$ cat src/sv/hps_pkg.sv
// Shared types and constants for the host/port splitter.
package hps_pkg;

	localparam int ROLE_W = 3;
	localparam int VERD_W = 2;
	localparam int ERR_W = 12;
	localparam int QDEPTH = 4;
	localparam int QPTR_W = $clog2(QDEPTH);

	typedef enum logic [2:0] {
		MODE_START   = 3'd0,
		MODE_HOST    = 3'd1,
		MODE_PORT    = 3'd2,
		MODE_BRACKET = 3'd3,
		MODE_SEP     = 3'd4,
		MODE_FAILED  = 3'd5
	} mode_t;

	typedef enum logic [ROLE_W-1:0] {
		ROLE_HOST     = 3'd0,
		ROLE_PORT     = 3'd1,
		ROLE_DELIM    = 3'd2,
		ROLE_REJECTED = 3'd3,
		ROLE_IGNORED  = 3'd4,
		ROLE_END      = 3'd5
	} role_t;

	typedef enum logic [VERD_W-1:0] {
		VERD_NONE   = 2'd0,
		VERD_OK     = 2'd1,
		VERD_FAILED = 2'd2
	} verdict_t;

	typedef enum logic [2:0] {
		CLS_ALNUM,
		CLS_LBRACK,
		CLS_RBRACK,
		CLS_COLON,
		CLS_STAR,
		CLS_DOTDASH,
		CLS_OTHER
	} cls_t;

	localparam logic [7:0] CH_LBRACK = 8'h5B;
	localparam logic [7:0] CH_RBRACK = 8'h5D;
	localparam logic [7:0] CH_COLON  = 8'h3A;
	localparam logic [7:0] CH_STAR   = 8'h2A;
	localparam logic [7:0] CH_DOT    = 8'h2E;
	localparam logic [7:0] CH_DASH   = 8'h2D;

	typedef struct packed {
		logic       is_end;
		logic [7:0] ch;
		cls_t       cls;
	} entry_t;

endpackage

$ cat src/sv/hps_front.sv
// Front end: accepts requests and tags each character with its class.
module hps_front (
	input  logic           kind,
	input  logic [7:0]     char_in,
	output hps_pkg::entry_t entry
);
	import hps_pkg::*;

	cls_t cls;

	always_comb begin
		case (char_in) inside
			[8'h30:8'h39], [8'h41:8'h5A], [8'h61:8'h7A]: cls = CLS_ALNUM;
			CH_LBRACK: cls = CLS_LBRACK;
			CH_RBRACK: cls = CLS_RBRACK;
			CH_COLON: cls = CLS_COLON;
			CH_STAR: cls = CLS_STAR;
			CH_DOT, CH_DASH: cls = CLS_DOTDASH;
			default: cls = CLS_OTHER;
		endcase
	end

	assign entry.is_end = kind;
	assign entry.ch = char_in;
	assign entry.cls = cls;

endmodule

$ cat src/sv/hps_queue.sv
// Short queue of classified requests between front and back ends.
module hps_queue (
	input  logic            clk,
	input  logic            arst_n,
	input  logic            wr_en,
	input  hps_pkg::entry_t wr_data,
	output logic            full,
	input  logic            rd_en,
	output hps_pkg::entry_t rd_data,
	output logic            not_empty
);
	import hps_pkg::*;

	entry_t slot_q [QDEPTH];
	logic [QPTR_W:0] wr_ptr_q;
	logic [QPTR_W:0] rd_ptr_q;

	assign full = (wr_ptr_q[QPTR_W] != rd_ptr_q[QPTR_W]) &&
		(wr_ptr_q[QPTR_W-1:0] == rd_ptr_q[QPTR_W-1:0]);
	assign not_empty = (wr_ptr_q != rd_ptr_q);
	assign rd_data = slot_q[rd_ptr_q[QPTR_W-1:0]];

	always_ff @(posedge clk) begin
		if (wr_en) begin
			slot_q[wr_ptr_q[QPTR_W-1:0]] <= wr_data;
		end
	end

	always_ff @(posedge clk or negedge arst_n) begin
		if (!arst_n) begin
			wr_ptr_q <= '0;
			rd_ptr_q <= '0;
		end else begin
			if (wr_en) wr_ptr_q <= wr_ptr_q + 1'b1;
			if (rd_en) rd_ptr_q <= rd_ptr_q + 1'b1;
		end
	end

endmodule

$ cat src/sv/hps_back.sv
// Back end: parser state machine and the result register.
module hps_back #(
	parameter int MAX_LEN = 4096
) (
	input  logic                       clk,
	input  logic                       arst_n,
	input  logic                       cmd_valid,
	input  hps_pkg::entry_t            cmd,
	output logic                       cmd_pop,
	output logic                       empty,
	input  logic                       pop,
	output logic [hps_pkg::ROLE_W-1:0] role,
	output logic [7:0]                 char_out,
	output logic [hps_pkg::VERD_W-1:0] verdict,
	output logic [hps_pkg::ERR_W-1:0]  error_index
);
	import hps_pkg::*;

	localparam int POS_W = (MAX_LEN > 2) ? $clog2(MAX_LEN) : 1;
	localparam logic [POS_W-1:0] POS_LAST = POS_W'(MAX_LEN - 1);

	mode_t mode_q, mode_d;
	logic [POS_W-1:0] pos_q;
	logic [POS_W-1:0] fail_q;
	logic port_seen_q;

	logic out_valid_q;
	role_t role_q;
	logic [7:0] char_q;
	verdict_t verd_q;
	logic [ERR_W-1:0] err_q;

	role_t role_d;
	verdict_t verd_d;
	logic [POS_W-1:0] idx_d;
	logic advance;

	assign advance = cmd_valid && (!out_valid_q || pop);
	assign cmd_pop = advance;

	// next mode
	always_comb begin
		mode_d = mode_q;
		if (cmd.is_end) begin
			mode_d = MODE_START;
		end else begin
			case (mode_q)
				MODE_START: begin
					case (cmd.cls)
						CLS_LBRACK: mode_d = MODE_BRACKET;
						CLS_ALNUM: mode_d = MODE_HOST;
						CLS_STAR: mode_d = MODE_SEP;
						default: mode_d = MODE_FAILED;
					endcase
				end
				MODE_SEP: mode_d = (cmd.cls == CLS_COLON) ? MODE_PORT : MODE_FAILED;
				MODE_HOST: begin
					case (cmd.cls)
						CLS_COLON: mode_d = MODE_PORT;
						CLS_ALNUM, CLS_DOTDASH: mode_d = MODE_HOST;
						default: mode_d = MODE_FAILED;
					endcase
				end
				MODE_BRACKET: begin
					case (cmd.cls)
						CLS_RBRACK: mode_d = MODE_SEP;
						CLS_ALNUM, CLS_COLON, CLS_DOTDASH: mode_d = MODE_BRACKET;
						default: mode_d = MODE_FAILED;
					endcase
				end
				MODE_PORT: mode_d = (cmd.cls == CLS_ALNUM) ? MODE_PORT : MODE_FAILED;
				default: mode_d = MODE_FAILED;
			endcase
		end
	end

	// result fields
	always_comb begin
		role_d = ROLE_IGNORED;
		verd_d = VERD_NONE;
		idx_d = '0;
		if (cmd.is_end) begin
			role_d = ROLE_END;
			verd_d = VERD_OK;
			if (mode_q == MODE_FAILED) begin
				verd_d = VERD_FAILED;
				idx_d = fail_q;
			end else if (mode_q == MODE_BRACKET || (mode_q == MODE_PORT && !port_seen_q)) begin
				// string ended early: blame the last character
				verd_d = VERD_FAILED;
				idx_d = (pos_q != '0) ? pos_q - 1'b1 : '0;
			end
		end else begin
			case (mode_q)
				MODE_START: begin
					case (cmd.cls)
						CLS_LBRACK: role_d = ROLE_DELIM;
						CLS_ALNUM, CLS_STAR: role_d = ROLE_HOST;
						default: role_d = ROLE_REJECTED;
					endcase
				end
				MODE_SEP: role_d = (cmd.cls == CLS_COLON) ? ROLE_DELIM : ROLE_REJECTED;
				MODE_HOST: begin
					case (cmd.cls)
						CLS_COLON: role_d = ROLE_DELIM;
						CLS_ALNUM, CLS_DOTDASH: role_d = ROLE_HOST;
						default: role_d = ROLE_REJECTED;
					endcase
				end
				MODE_BRACKET: begin
					case (cmd.cls)
						CLS_RBRACK: role_d = ROLE_DELIM;
						CLS_ALNUM, CLS_COLON, CLS_DOTDASH: role_d = ROLE_HOST;
						default: role_d = ROLE_REJECTED;
					endcase
				end
				MODE_PORT: role_d = (cmd.cls == CLS_ALNUM) ? ROLE_PORT : ROLE_REJECTED;
				default: role_d = ROLE_IGNORED;
			endcase
		end
	end

	always_ff @(posedge clk or negedge arst_n) begin
		if (!arst_n) begin
			mode_q <= MODE_START;
			pos_q <= '0;
			fail_q <= '0;
			port_seen_q <= 1'b0;
			out_valid_q <= 1'b0;
		end else begin
			if (advance) begin
				mode_q <= mode_d;
				if (cmd.is_end) begin
					pos_q <= '0;
					fail_q <= '0;
					port_seen_q <= 1'b0;
				end else begin
					if (role_d == ROLE_REJECTED) fail_q <= pos_q;
					if (role_d == ROLE_PORT) port_seen_q <= 1'b1;
					if (pos_q < POS_LAST) pos_q <= pos_q + 1'b1;
				end
				out_valid_q <= 1'b1;
			end else if (pop) begin
				out_valid_q <= 1'b0;
			end
		end
	end

	always_ff @(posedge clk) begin
		if (advance) begin
			role_q <= role_d;
			char_q <= cmd.is_end ? 8'h00 : cmd.ch;
			verd_q <= verd_d;
			err_q <= ERR_W'(idx_d);
		end
	end

	assign empty = !out_valid_q;
	assign role = role_q;
	assign char_out = char_q;
	assign verdict = verd_q;
	assign error_index = err_q;

endmodule

$ cat src/sv/host_port_splitter.sv
// Top level of the streaming host:port splitter.
//
// Input side is a queue: drive kind/char_in and push; a request is taken on
// a clock edge with push high and full low. kind=0 carries one character of
// a "host:port" or "[host]:port" string, kind=1 ends the string.
// Result side is a queue too: while empty is low, role, char_out, verdict
// and error_index show the oldest result; pop high takes it.
// Every request yields exactly one result, in order. An accepted request is
// written into the request queue and is parsed into the result register
// when that register is empty or its result is being popped, and one
// request per cycle is sustained while pop keeps pace with the results.
// If the receiver stalls, results wait in the result register and requests
// collect in the four-entry queue; full rises once it is filled.
// Reset (arst_n low) empties both queues and returns the parser to its
// start state with position, failure index and port flag cleared.
// An end request also returns the parser to the start state.
module host_port_splitter #(
	parameter int MAX_LEN = 4096
) (
	input  logic                       clk,
	input  logic                       arst_n,
	input  logic                       push,
	output logic                       full,
	input  logic                       kind,
	input  logic [7:0]                 char_in,
	output logic                       empty,
	input  logic                       pop,
	output logic [hps_pkg::ROLE_W-1:0] role,
	output logic [7:0]                 char_out,
	output logic [hps_pkg::VERD_W-1:0] verdict,
	output logic [hps_pkg::ERR_W-1:0]  error_index
);
	import hps_pkg::*;

	entry_t in_entry;
	entry_t q_entry;
	logic q_full;
	logic q_valid;
	logic q_pop;

	hps_front u_front (
		.kind    (kind),
		.char_in (char_in),
		.entry   (in_entry)
	);

	hps_queue u_queue (
		.clk       (clk),
		.arst_n    (arst_n),
		.wr_en     (push && !q_full),
		.wr_data   (in_entry),
		.full      (q_full),
		.rd_en     (q_pop),
		.rd_data   (q_entry),
		.not_empty (q_valid)
	);

	hps_back #(
		.MAX_LEN (MAX_LEN)
	) u_back (
		.clk         (clk),
		.arst_n      (arst_n),
		.cmd_valid   (q_valid),
		.cmd         (q_entry),
		.cmd_pop     (q_pop),
		.empty       (empty),
		.pop         (pop),
		.role        (role),
		.char_out    (char_out),
		.verdict     (verdict),
		.error_index (error_index)
	);

	assign full = q_full;

endmodule
$ cat config.mk
export PLATFORM = sky130hd
export DESIGN_NAME = host_port_splitter
export DESIGN_NICKNAME = d
export VERILOG_FILES = /design/src/sv/hps_pkg.sv /design/src/sv/hps_front.sv /design/src/sv/hps_queue.sv /design/src/sv/hps_back.sv /design/src/sv/host_port_splitter.sv
export SDC_FILE = /design/constraint.sdc
export NUM_CORES = 1
export LEC_CHECK = 0
export BUFFER_PORTS_ARGS = -buffer_cell sky130_fd_sc_hd__buf_4
export CORE_MARGIN = 2
export CORE_UTILIZATION = 30
export DETAILED_ROUTE_END_ITERATION = 12
export SKIP_CTS_REPAIR_TIMING = 1
export SLEW_MARGIN = 20
export SYNTH_ARGS = -nofsm -noshare
export SYNTH_HDL_FRONTEND = slang
export SYNTH_SLANG_ARGS = --single-unit
$ cat constraint.sdc
create_clock -name clk -period 2.7 [get_ports clk]
set_input_delay 0.675 -clock clk [delete_from_list [all_inputs] [get_ports clk]]
set_output_delay 0.675 -clock clk [all_outputs]
set_load 0.01 [all_outputs]
; ---- Yosys cells after proc, flatten, opt, wreduce, memory -nomap -nowiden
; Memories as Yosys holds them, arrays and structs flattened.
; Index checks and enable logic that the tools add are counted.
[word_totals]
ff_bits = 60
ram_bits = 48
output_inout_bits = 27
elab_cells = 109
memories = 1
[memory_table]
columns = memory, words, width, read_ports, rd_ports_with_merged_regs, wr, line_no
row1 = u_queue.slot_q, 4, 12, 1, 0, 1, hps_queue.sv:14  ; entry_t slot_q [QDEPTH];
[op_classes]
add_sub_neg = 4
n_lt_le_gt_ge = 7
n_eq_ne = 21
muxes = 35
n_bitwise = 1
reduce_logical = 28
[ops]
columns = operator, n
row1 = 12-bit 2-to-1 mux, 7
row2 = "8-bit by 6-bit equality test with 1-bit output, second input constant", 4
row3 = 3-bit one-hot mux with 5 select lines, 2
row4 = 3-bit 2-to-1 mux, 9
row5 = "8-bit by 7-bit equality test with 1-bit output, second input constant", 2
row6 = "8-bit by 7-bit greater-or-equal comparator with 1-bit output, second input constant", 2
row7 = "8-bit by 7-bit less-or-equal comparator with 1-bit output, second input constant", 2
row8 = "3-bit by 2-bit equality test with 1-bit output, second input constant", 5
row9 = "12-bit by 1-bit adder with 12-bit output, second input constant", 1
row10 = "3-bit equality test, second input constant", 4
row11 = "12-bit < comparator, second input constant", 1
row12 = 2-bit one-hot mux with 2 select lines, 3
row13 = 3-bit one-hot mux with 2 select lines, 2
row14 = 12-bit nonzero test, 1
row15 = "12-bit by 1-bit subtractor with 12-bit output, second input constant", 1
row16 = "3-bit by 1-bit equality test with 1-bit output, second input constant", 3
row17 = 3-bit one-hot mux with 3 select lines, 1
row18 = "8-bit by 6-bit greater-or-equal comparator with 1-bit output, second input constant", 1
row19 = "8-bit by 6-bit less-or-equal comparator with 1-bit output, second input constant", 1
row20 = 2-bit 2-to-1 mux, 4
row21 = 2-bit nonzero test, 4
row22 = 2-bit OR reduction, 4
row23 = 1-bit logical AND, 7
row24 = 1-bit 2-to-1 mux, 7
row25 = 10 further kinds, 18

; ---- Longest topological paths before layout
; An unclocked memory read counts as a cell.
[depth]
depth_word = 9
depth_mapped = 9
ltp_nobuf = 7

; ---- Hierarchy
; From an unflattened synthesis, not the netlist that was laid out.
[unflattened]
hier_cells = 435
hier_area_um2 = 5296.3
[modules_own_cells]
columns = module, instances, cells_each, area_each_um2, seq_area_each_um2
row1 = hps_back, 1, 305, 2939.1, 1476.4
row2 = hps_queue, 1, 93, 2107.0, 1591.5
row3 = hps_front, 1, 36, 236.5, 0.0
row4 = host_port_splitter, 1, 1, 13.8, 0.0

; ---- Worst setup path before layout
; No wires, ideal clock.
[synth_path]
path_type = reg2reg
start = reg u_queue.rd_ptr_q[0]
end = reg u_back.fail_q[10]
arrival_time_ns = 2.410
path_slack_ns = 0.210
path_stages_with_launch = 9
cell_sequence = dfrtp_1 buf_6 xor2_1 o31ai_1 inv_1 nand2_1 clkbuf_1 nand2_1 o22ai_2
[synth_between]
word_cells_on_any_way = 23
classes_between = eq/ne (7) / mux (8) / reduce/logical (7) / memory (1)
[synth_lines]
columns = element, line_no
row1 = start: declaration, hps_queue.sv:16  ; logic [QPTR_W:0] rd_ptr_q;
row2 = start signal: assignment, hps_queue.sv:35  ; if (rd_en) rd_ptr_q <= rd_ptr_q + 1'b1;
row3 = 3-bit != test, hps_queue.sv:20  ; assign not_empty = (wr_ptr_q != rd_ptr_q);
row4 = 1-bit logical AND, hps_back.sv:38  ; assign advance = cmd_valid && (!out_valid_q || pop);
row5 = named net q_pop, host_port_splitter.sv:39  ; logic q_pop;
row6 = 2-bit AND reduction (no line), n/a
row7 = end signal: assignment, hps_back.sv:138  ; if (role_d == ROLE_REJECTED) fail_q <= pos_q;
row8 = end: declaration, hps_back.sv:24  ; logic [POS_W-1:0] fail_q;
; The timed path passes the listed nets, and every way through them passes these cells.
; A chain may end at the register's enable or synchronous reset.

; ---- Final worst setup path
[layout_path]
start = reg u_queue.rd_ptr_q[0]
end = reg u_back.pos_q[9]
[layout_between]
elab_chain_len = 3
word_cells_on_any_way = 6
classes_between = eq/ne (1) / mux (1) / reduce/logical (3) / memory (1)
[layout_lines]
columns = element, line_no
row1 = memory read 4 x 12 bit or 3-bit != test (tied branches), n/a
row2 = 2-bit nonzero test (no line) or 1-bit logical AND (tied branches), n/a
row3 = 2-bit AND reduction (no line), n/a
row4 = end signal: assignment, hps_back.sv:140  ; if (pos_q < POS_LAST) pos_q <= pos_q + 1'b1;
row5 = end: declaration, hps_back.sv:23  ; logic [POS_W-1:0] pos_q;
; Several ways; a longest one is shown, not always the timed one.

==> results.cfg <==
[run_status]
outcome = completed

[power_and_ir_drop]
power_density_nw_per_um2 = 1130
p_sw_mw = 2.57
clkPwrFrac_pct = 19.7
p_seq_share_pct = 38.2
comb_power_share_pct = 42.2
switching_share_pct = 37.4
p_int_mw = 4.29
vdd_drop_max_mv = 0.493
p_total_mw = 6.86
p_leak_nw = 2.30

[floorplan]
dieArea_um2 = 18200
start_util_pct = 30.9
die_x_um = 135
core_area_um2 = 16600
dieHeight_um = 135
io_pins = 40
num_rows = 47

[logic_synthesis]
synth_compound_area_share_pct = 10.3
muxShareOfSynthArea_pct = 5.87
async_flop_share_pct = 32.4
yosysSeqAreaShare_pct = 59.7
ys.flop_type = edfxtp_1
synth_top_area_share_pct = 42.6
synth_top_family_by_area = simple AND/OR/NAND/NOR gates
netlist_instances = 418
yosysTopAreaCell = edfxtp_1
synthTopCellsByArea = edfxtp_1 43%, dfrtp_1 17%, mux4_2 5.3%
synth_xor_area_share_pct = 4.60
yosys_warnings = 0
yosys.area_share.adder_pct = 1.95
synth_nets = 439
ys_types = 49
syn-cell-area_um2 = 5140
ys_ff_latch = 108
synth-simple-area-share_pct = 13.5
synth_area_per_cell_um2 = 12.3
synth_edf_count = 73

[cts]
cts_tree = yes
cts-root-buf = clkbuf_16
cts_buffer_depth = 2
clk_pin_slew_ns = 0.07
clock_sinks = 108
clock_latency_ns = 0.35
cts_inserted_buffers = 9
htreeDepth = 3

[final_layout]
final_util_pct = 36.6
synthToLayoutAreaGrowth_pct = 18.6
layout-drive-gt1-share_pct = 22.3
fin_nets = 487
antennaDiodeCount = 0

[detailed_routing]
vias_per_cell = 4.81
antenna_left = 0
dr.pass1.iters = 4
first_iter_violations = 201
route.detailed.drc = 0
wl_mm = 10.6
avgRoutedWirePerCell_um = 15.4
vias = 3327

[grt]
grt_pass1_vias = 3258
grt_max_degree = 36
antenna_found_initial = 0
overflow = 0
grt_pass1_wl_mm = 16.9
track_usage_pct = 12.0

[critical_path]
start_kind = flop
crit_chain = buf_4 -> mux4_2 -> nor4_2 -> a2111oi_0 -> buf_4 -> nor2b_1 -> xnor2_1 -> nor2_1
critPathKind = reg -> reg
cp_data_required_time_ns = 2.91
crit_fanout = 11
arrival_ns = 2.75
crit_slowest_cell = mux4_2
setup.worst_path.end_class = flop
crit_buf_inv = 2
crit_path_frequent_cell = buf_4
critical_path.top_delay_family = simple AND/OR/NAND/NOR gates
slowest_delay_ns = 0.55

[sta]
timing.final.ws_setup_ns = 0.158
min_period_over_period_pct = 94.2
holdWs_ns = 0.285
hold_viol_final = 0
final.setup_skew_ns = 0.00695
slew-limit-headroom_pct = 52.3
fmax_ghz = 0.393
setup_viol = 0
drv_slew = 0
post-route-min-period_ns = 2.54
worst_pin_slew_ns = 0.713

[place]
gp_congestion = 0.813
post-place-ws_ns = 0.0427
dp_hpwl_mm = 7.24
io_buffers = 39

[worst_hold_path]
worstHoldPathType = in -> async

[flow_run]
drv_cap = 0
==> placed cells by master, fill, tap and decap left out, types with 10 or more instances in the layout <==
cell type,synthesis,final
edfxtp_1,73,73
buf_4,0,61
nand2_1,47,47
nor2_1,35,35
dfrtp_1,35,35
inv_1,22,22
xnor2_1,20,20
nor2b_1,13,13
mux4_2,12,12
a22oi_1,12,12
a21oi_1,10,10
o22ai_2,10,10
==> cell usage after synthesis, types with 7 or more instances <==
master,n
nand2_1,47
ha_1,8
o21ai_0,10
clkbuf_1,16
nor2_1,35
xnor2_1,20
edfxtp_1,73
dfrtp_1,35
xor2_1,7
inv_1,22
o22ai_2,10
mux4_2,12
nor2b_1,13
or3_1,7
a21oi_1,10
a22oi_1,12
nor3_1,8
==> area by class of cell <==
type                       instances  area, µm²
fill                            1611      10500
sequential                       108       3070
multi-input combinational        264       1900
timing repair buffer              61        458
tap                              220        275
clock buffer                       9        225
clock inverter                     7       83.8
inverter                          22       82.6
==> flip-flops by register name, indices dropped and copies added, names as in the netlist <==
signal,cells
u_back.char_out,8
u_back.error_index,12
u_back.fail_q,12
u_back.mode_q,3
u_back.out_valid_q,1
u_back.port_seen_q,1
u_back.pos_q,12
u_back.role,3
u_back.verdict,2
u_queue.rd_ptr_q,3
u_queue.slot_q,48
u_queue.wr_ptr_q,3
==> per-stage QoR <==
step                      setup TNS (ns)  instances  area, µm²
after detailed placement               0        673       5740
after floorplan                        0        418       5140
final                                  0        691       6100
after global routing             -0.0139        691       6100
after CTS                              0        689       6050
after global placement                 0        673       5740
==> cells by family after synthesis <==
kind of cell,count (synthesis)
simple gates,143
buf+inv,47
compound gates,70
mux,15
fa+ha+maj,8
flops,108
xor+xnor,27
==> power by group through the flow <==
stage	sequential [mW]	clock, mW	combinational, mW
after CTS	2.61	1.38	2.89
after global placement	2.63	0	2.82
after global routing	2.68	1.44	3.19
after detailed placement	2.64	0	2.88
after floorplan	2.64	0	1.92
final	2.62	1.35	2.89
==> metal layers <==
| metal | part of all wire [%] | vias up | global-route usage [%] |
|---|---|---|---|
| met4 | 2.1 | 0 | 5.44 |
| met5 | 0 | - | 0 |
| li1 | - | 1620 | - |
| met1 | 46 | 1627 | 15.8 |
| met2 | 48 | 68 | 19.4 |
| met3 | 3.4 | 12 | 2.21 |
==> path summary, 6_finish.rpt <==
| check | start | end | slack, ns | depth (start not counted) |
|---|---|---|---|---|
| hold / removal | arst_n | u_back.pos_q[6] | 0.28 | 1 |
| max in group asynchronous | arst_n | u_back.mode_q[0] | 2.07 | 1 |
| setup / recovery | u_queue.rd_ptr_q[0] | u_back.pos_q[9] | 0.16 | 8 |
| setup reg to reg | u_queue.rd_ptr_q[0] | u_back.pos_q[9] | 0.16 | 8 |
| hold reg to reg | u_queue.wr_ptr_q[2] | u_queue.wr_ptr_q[2] | 0.50 | 1 |
| min in group clk | u_queue.wr_ptr_q[2] | u_queue.wr_ptr_q[2] | 0.50 | 1 |
Note: power is estimated with default switching activity, not from simulation.
